$ cat config.mk
export PLATFORM = sky130hd
export DESIGN_NAME = dts_ctrl
export DESIGN_NICKNAME = d
export VERILOG_FILES = /design/src/sv/dts_pkg.sv /design/src/sv/dts_ctrl.sv
export SDC_FILE = /design/constraint.sdc
export NUM_CORES = 1
export LEC_CHECK = 0
export ABC_AREA = 1
export BUFFER_PORTS_ARGS = -buffer_cell sky130_fd_sc_hd__buf_2
export CORE_MARGIN = 4
export CORE_UTILIZATION = 49
export CTS_BUF_LIST = sky130_fd_sc_hd__clkbuf_4
export CTS_CLUSTER_SIZE = 24
export DETAILED_ROUTE_END_ITERATION = 8
export GPL_TIMING_DRIVEN = 0
export HOLD_SLACK_MARGIN = 0.06
export PLACE_DENSITY = 0.74
export SLEW_MARGIN = 20
export SYNTH_ARGS = -nofsm -noshare
export SYNTH_HDL_FRONTEND = slang
export SYNTH_SLANG_ARGS = --single-unit
$ cat constraint.sdc
create_clock -name clk -period 3.1 [get_ports clk]
set_input_delay 0.155 -clock clk [delete_from_list [all_inputs] [get_ports clk]]
set_output_delay 0.155 -clock clk [all_outputs]
set_load 0.05 [all_outputs]
$ cat src/sv/dts_pkg.sv
// dts_pkg: shared constants and types for the dominator tree solver
// no dependencies; used by the controller, datapath and top level
`timescale 1ns / 1ps
package dts_pkg;
  localparam int MaxNodes = 64;
  localparam int IdxW = 6;
  localparam int CntW = 7;
  localparam int PassW = 8;
  localparam logic [PassW-1:0] MaxPasses = 8'd128;

  localparam logic [1:0] MODE_EDGE = 2'd0;
  localparam logic [1:0] MODE_SOLVE = 2'd1;
  localparam logic [1:0] MODE_CLEAR = 2'd2;

  // controller to datapath commands
  typedef struct packed {
    logic add_edge;   // latch edge, read its predecessor row
    logic wr_edge;    // write the row back with the edge bit set
    logic clr_rows;   // clear all predecessor rows
    logic init_dom;   // fresh solve: invalidate dom table, entry valid
    logic load_row;   // read pred row of block b_r
    logic take_cand;  // cand := p (first valid pred)
    logic set_a;      // a := p, c := cand for a meet
    logic rd_meet;    // read dom entry of the larger of a and c
    logic climb;      // larger of a and c := climb(it)
    logic meet_done;  // cand := a
    logic rd_b;       // read dom entry of block b
    logic write_dom;  // store cand into dom[b]
    logic rd_emit;    // read dom entry of the next result
  } dts_cmd_t;

  // datapath to controller status
  typedef struct packed {
    logic pred_ok;    // current p is a valid predecessor
    logic a_gt_c;
    logic c_gt_a;
    logic dom_diff;   // dom[b] differs from cand
  } dts_sts_t;
endpackage

$ cat src/sv/dts_ctrl.sv
// dts_ctrl: sequencer for edge load, clear, fixed-point passes and emit
// depends on dts_pkg
`timescale 1ns / 1ps
module dts_ctrl (
  input  logic                       clk,
  input  logic                       rst_n,
  input  logic                       in_fire,
  input  logic [1:0]                 in_mode,
  input  logic [dts_pkg::CntW-1:0]   count,
  input  dts_pkg::dts_sts_t          sts,
  input  logic                       out_ready,
  output dts_pkg::dts_cmd_t          cmd,
  output logic                       busy,
  output logic [dts_pkg::IdxW-1:0]   b_idx,
  output logic [dts_pkg::IdxW-1:0]   p_idx,
  output logic [dts_pkg::IdxW-1:0]   k_idx,
  output logic                       out_valid,
  output logic                       out_last
);
  localparam logic [3:0] S_IDLE  = 4'd0;
  localparam logic [3:0] S_EDGE  = 4'd1;
  localparam logic [3:0] S_ROW   = 4'd2;
  localparam logic [3:0] S_SCAN  = 4'd3;
  localparam logic [3:0] S_MEET  = 4'd4;
  localparam logic [3:0] S_CLIMB = 4'd5;
  localparam logic [3:0] S_WBR   = 4'd6;
  localparam logic [3:0] S_WB    = 4'd7;
  localparam logic [3:0] S_EMIT  = 4'd8;

  logic [3:0]               state_r, state_nxt;
  logic [dts_pkg::CntW-1:0] n_r, n_nxt, b_r, b_nxt, p_r, p_nxt, k_r, k_nxt;
  logic [dts_pkg::PassW-1:0] pass_r, pass_nxt;
  logic have_r, have_nxt, chg_r, chg_nxt;
  logic [dts_pkg::CntW-1:0] n_clip;

  assign n_clip = (count > dts_pkg::CntW'(dts_pkg::MaxNodes)) ?
                  dts_pkg::CntW'(dts_pkg::MaxNodes) : count;

  // next-state logic
  always_comb begin
    state_nxt = state_r; n_nxt = n_r; b_nxt = b_r; p_nxt = p_r; k_nxt = k_r;
    pass_nxt = pass_r; have_nxt = have_r; chg_nxt = chg_r;
    cmd = '0;
    unique case (state_r)
      S_IDLE: begin
        if (in_fire) begin
          unique case (in_mode)
            dts_pkg::MODE_EDGE: begin
              cmd.add_edge = 1'b1;
              state_nxt = S_EDGE;
            end
            dts_pkg::MODE_CLEAR: cmd.clr_rows = 1'b1;
            dts_pkg::MODE_SOLVE: begin
              if (n_clip != '0) begin
                cmd.init_dom = 1'b1;
                n_nxt = n_clip; pass_nxt = '0; chg_nxt = 1'b0;
                k_nxt = '0;
                if (n_clip == dts_pkg::CntW'(1)) state_nxt = S_EMIT;
                else begin b_nxt = dts_pkg::CntW'(1); state_nxt = S_ROW; end
              end
            end
            default: ;
          endcase
        end
      end
      S_EDGE: begin
        cmd.wr_edge = 1'b1;
        state_nxt = S_IDLE;
      end
      S_ROW: begin
        cmd.load_row = 1'b1;
        p_nxt = '0; have_nxt = 1'b0; state_nxt = S_SCAN;
      end
      S_SCAN: begin
        if (p_r == n_r) begin
          state_nxt = S_WBR;
        end else if (sts.pred_ok && !have_r) begin
          cmd.take_cand = 1'b1; have_nxt = 1'b1; p_nxt = p_r + 1'b1;
        end else if (sts.pred_ok) begin
          cmd.set_a = 1'b1; state_nxt = S_MEET;
        end else begin
          p_nxt = p_r + 1'b1;
        end
      end
      S_MEET: begin
        if (sts.a_gt_c || sts.c_gt_a) begin
          cmd.rd_meet = 1'b1; state_nxt = S_CLIMB;
        end else begin
          cmd.meet_done = 1'b1; p_nxt = p_r + 1'b1; state_nxt = S_SCAN;
        end
      end
      S_CLIMB: begin
        cmd.climb = 1'b1; state_nxt = S_MEET;
      end
      S_WBR: begin
        cmd.rd_b = 1'b1; state_nxt = S_WB;
      end
      S_WB: begin
        if (have_r && sts.dom_diff) begin
          cmd.write_dom = 1'b1; chg_nxt = 1'b1;
        end
        if (b_r + 1'b1 < n_r) begin
          b_nxt = b_r + 1'b1; state_nxt = S_ROW;
        end else begin
          pass_nxt = pass_r + 1'b1;
          if ((chg_r || (have_r && sts.dom_diff)) && pass_r + 1'b1 < dts_pkg::MaxPasses) begin
            chg_nxt = 1'b0; b_nxt = dts_pkg::CntW'(1); state_nxt = S_ROW;
          end else state_nxt = S_EMIT;
        end
      end
      S_EMIT: begin
        if (out_ready) begin
          if (k_r + 1'b1 == n_r) state_nxt = S_IDLE;
          else begin
            k_nxt = k_r + 1'b1; cmd.rd_emit = 1'b1;
          end
        end
      end
      default: state_nxt = S_IDLE;
    endcase
  end

  always_ff @(posedge clk) begin
    if (!rst_n) begin
      state_r <= S_IDLE;
    end else begin
      state_r <= state_nxt;
    end
    n_r <= n_nxt; b_r <= b_nxt; p_r <= p_nxt; k_r <= k_nxt;
    pass_r <= pass_nxt; have_r <= have_nxt; chg_r <= chg_nxt;
  end

  assign busy = state_r != S_IDLE;
  assign b_idx = b_r[dts_pkg::IdxW-1:0];
  assign p_idx = p_r[dts_pkg::IdxW-1:0];
  assign k_idx = k_r[dts_pkg::IdxW-1:0];
  assign out_valid = state_r == S_EMIT;
  assign out_last = (k_r + 1'b1) == n_r;

`ifndef NO_ASSERTIONS
  a_one_wr: assert property (@(posedge clk) disable iff (!rst_n)
    !(cmd.write_dom && cmd.init_dom)) else $error("dom write collides with init");
  a_emit_hold: assert property (@(posedge clk) disable iff (!rst_n)
    state_r == S_EMIT && !out_ready |=> state_r == S_EMIT && $stable(k_r))
    else $error("emit index moved under stall");
  a_scan_rng: assert property (@(posedge clk) disable iff (!rst_n)
    state_r == S_SCAN |-> p_r <= n_r && b_r < n_r) else $error("scan index out of range");
`endif
endmodule

==> impl_metrics.py <==
metrics = {
    "finish": {
        "drive_above_1_share_pct": 23.4,
        "diodes": 0,
        "ff_latch_area_mm2": 0.00122,
        "fillers": 573,
        "layout_commonest_cell": "nand2_1",
        "multi_input_area_mm2": 0.00137,
        "fin_area_mm2": 0.00339,
        "final_nets": 463,
        "final_cell_mix": "nand2_1 (70), inv_1 (63), nor2_1 (59)",
        "syn_to_final_growth_pct": 14.3,
    },
    "logic_synthesis": {
        "ys.flop_type": "edfxtp_1",
        "synth_cell_types": 38,
        "synthArstFlopShare_pct": 0,
        "synth-edff-count": 38,
        "netlist_area_mm2": 0.00297,
        "synth.area.top_cells": "edfxtp_1 (38%), nand2_1 (8.9%), inv_1 (8.0%)",
        "yosysSeqAreaShare_pct": 41.2,
        "ys_seq_elements": 42,
        "yosys.area.top_type": "edfxtp_1",
        "synth_top_area_share_pct": 38.5,
        "synthesis.nets": 404,
        "syn_area_per_cell_um2": 7.87,
        "netlist_instances": 377,
        "synth-warning-count": 0,
    },
    "routing": {
        "detail_route.wl_per_cell_um": 12.1,
        "wirelength_um": 6200,
        "drtPass1Iterations": 4,
        "drc": 0,
        "via_per_inst": 4.91,
        "antenna_left": 0,
        "routed-via-count": 2505,
        "drt_iter0_markers": 101,
    },
    "clock_network": {
        "clockBufferDepth": 2,
        "clkTransAtPathRegs_ns": 0.12,
        "numCtsBuffers": 5,
        "insertion_delay_ns": 0.35,
        "ctsHtreeMaxLevel": 2,
        "clock_sinks": 42,
        "root_buffer": "clkbuf_4",
        "cts_tree": "yes",
    },
    "place": {
        "placed_area_mm2": 0.00332,
        "portBuffers": 50,
        "pre_cts_ws_ns": -0.122,
        "place_hpwl_um": 5030,
        "gp_congestion": 0.849,
    },
    "timing": {
        "hold_violations": 0,
        "drv_slew": 0,
        "worstMarginPinSlew_ns": 0.977,
        "max_freq_ghz": 0.363,
        "setup_viol": 0,
        "final.setup.worst_slack_ns": 0.342,
        "fin_hold_ws_ns": 0.122,
        "rsz0062_at_grt": "no",
        "fin_crit_ns": 2.76,
        "fin_crit_sh_pct": 89.0,
        "max-slew-margin-rel_pct": 34.4,
        "fin_tns_setup_ns": 0,
        "finClkSkew_ns": 0.00761,
    },
    "grt": {
        "antenna_found_initial": 0,
        "grt_pass1_wl_um": 10600,
        "grt_usage_pct": 18.0,
        "grt_max_degree": 12,
        "grt_pass1_vias": 2474,
        "grt-ovfl-total": 0,
    },
    "floorplanning": {
        "ios": 51,
        "die_area_mm2": 0.00736,
        "core_mm2": 0.00589,
        "die_y_um": 85.8,
        "fp.dieW_um": 85.8,
        "initial_core_util_pct": 50.4,
        "rows": 28,
    },
    "setup_path": {
        "worstPathRequired_ns": 3.14,
        "slowest_stage": "edfxtp_1",
        "r2r_end": "b_r[2]",
        "start_kind": "flip-flop",
        "path_class": "flip-flop to flip-flop",
        "crit_buf_inv": 2,
        "path_delay_family": "simple AND/OR/NAND/NOR gates",
        "reg2reg_depth": 13,
        "critPathMaxStageDelay_ns": 0.49,
        "cp.arrival_ns": 2.80,
        "path_max_fanout": 7,
        "r2r_setup_slack_ns": 0.34,
        "cp_cell_sequence": "ha_1 -> nand2_1 -> inv_1 -> nand2_1 -> xor2_1 -> inv_1 -> ha_1 -> a21oi_1 -> nor2_1 -> nor2_1 -> nand3_1 -> nand3_1 -> o211a_1",
        "cp-end-kind": "flip-flop",
        "rr_startpoint": "b_r[0]",
    },
    "run_status": {
        "status": "finished clean",
    },
    "worst_hold_path": {
        "min_to": "n_r[5]",
        "worstHoldPathCells": 3,
        "min-delay-start": "count[5]",
        "hold_class": "input port to flip-flop",
    },
    "pwr": {
        "vdd_drop_max_mv": 0.470,
        "p_per_area_mw_per_mm2": 808,
        "leakage_nw": 1.66,
        "total_power_w": 0.00274,
    },
    "flow_run": {
        "drv_cap": 0,
    },
}
==> what timing repair did <==
item	in CTS	in global routing
endpoints found under the setup margin	8	8
setup buffers	0	0
gates cloned	0	0
hold buffers	1	0
gates resized for setup	1	1
hold endpoints to repair	4	0
==> tightest hold or removal path: stages <==
cell    delay (ns)
buf_2         0.08
inv_1         0.05
nor2_1        0.09
==> per-layer routing <==
metal / vias up / GRT usage, % / wire (um)
met1: 1141 / 21.8 / 2730
met3: 8 / 3.36 / 245
met2: 41 / 31.9 / 3130
li1: 1315 / - / -
met5: - / 0 / 0
met4: 0 / 6.19 / 90
==> worst max-delay path by stage <==
stage	from	endpoint	depth (start not counted)
after global routing	b_r[0]	b_r[6]	13
after global placement	b_r[0]	pass_r[2]	13
after detailed placement	b_r[0]	pass_r[1]	13
after floorplan	state_r[3]	p_r[0]	6
final	b_r[0]	b_r[2]	13
after CTS	b_r[0]	pass_r[1]	13
==> where the power goes <==
part	internal (W)	switching [W]	total, W
registers	0.000838	0.000166	0.00100
logic	0.000479	0.00101	0.00149
clock network	0.0000777	0.000171	0.000249
total	0.00139	0.00135	0.00274
==> flip-flops by register name, indices dropped and copies added (netlist names) <==
signal and count:
pass_r 8, state_r 4, p_r 7, b_r 7, k_r 7, n_r 7
have_r 1, chg_r 1
==> Yosys cell counts (3+ instances only) <==
cell	count
nand2_1	70
nor2_4	5
nand3b_1	4
a21oi_2	3
inv_2	5
inv_1	63
nor3_1	10
nor4_1	4
o21ai_0	6
edfxtp_1	38
dfxtp_1	4
xnor2_1	5
nand2_2	3
buf_4	18
o21bai_1	3
nand4_1	3
a21oi_1	12
xor2_1	8
ha_1	10
nand3_1	22
nor2_1	59
==> layout make-up <==
type	instances	share of cell area (%)
Buffer	19	4.10
Inverter	69	7.72
Sequential cell	42	36.0
Clock inverter	1	0.111
Clock buffer	5	1.11
Timing Repair Buffer	52	7.83
Tap cell	75	2.77
Multi-Input combinational cell	247	40.3
==> per-stage QoR <==
stage	utilization (%)	std cells
6_report	57.6	510
3_3_place_gp	56.3	502
3_5_place_dp	56.4	503
5_1_grt	57.6	510
4_1_cts	57.4	510
2_1_floorplan	-	377
==> cell families (layout without fill, tap and decap cells) <==
group           after synthesis  count (layout)  synth area share, %
xor+xnor                     13              13                 3.84
compound gates               33              33                 6.96
simple gates                191             191                 30.3
fa+ha+maj                    10              10                 4.22
flops                        42              42                 41.2
buf+inv                      88             146                 13.5
Note: power is estimated with default switching activity, not from simulation.
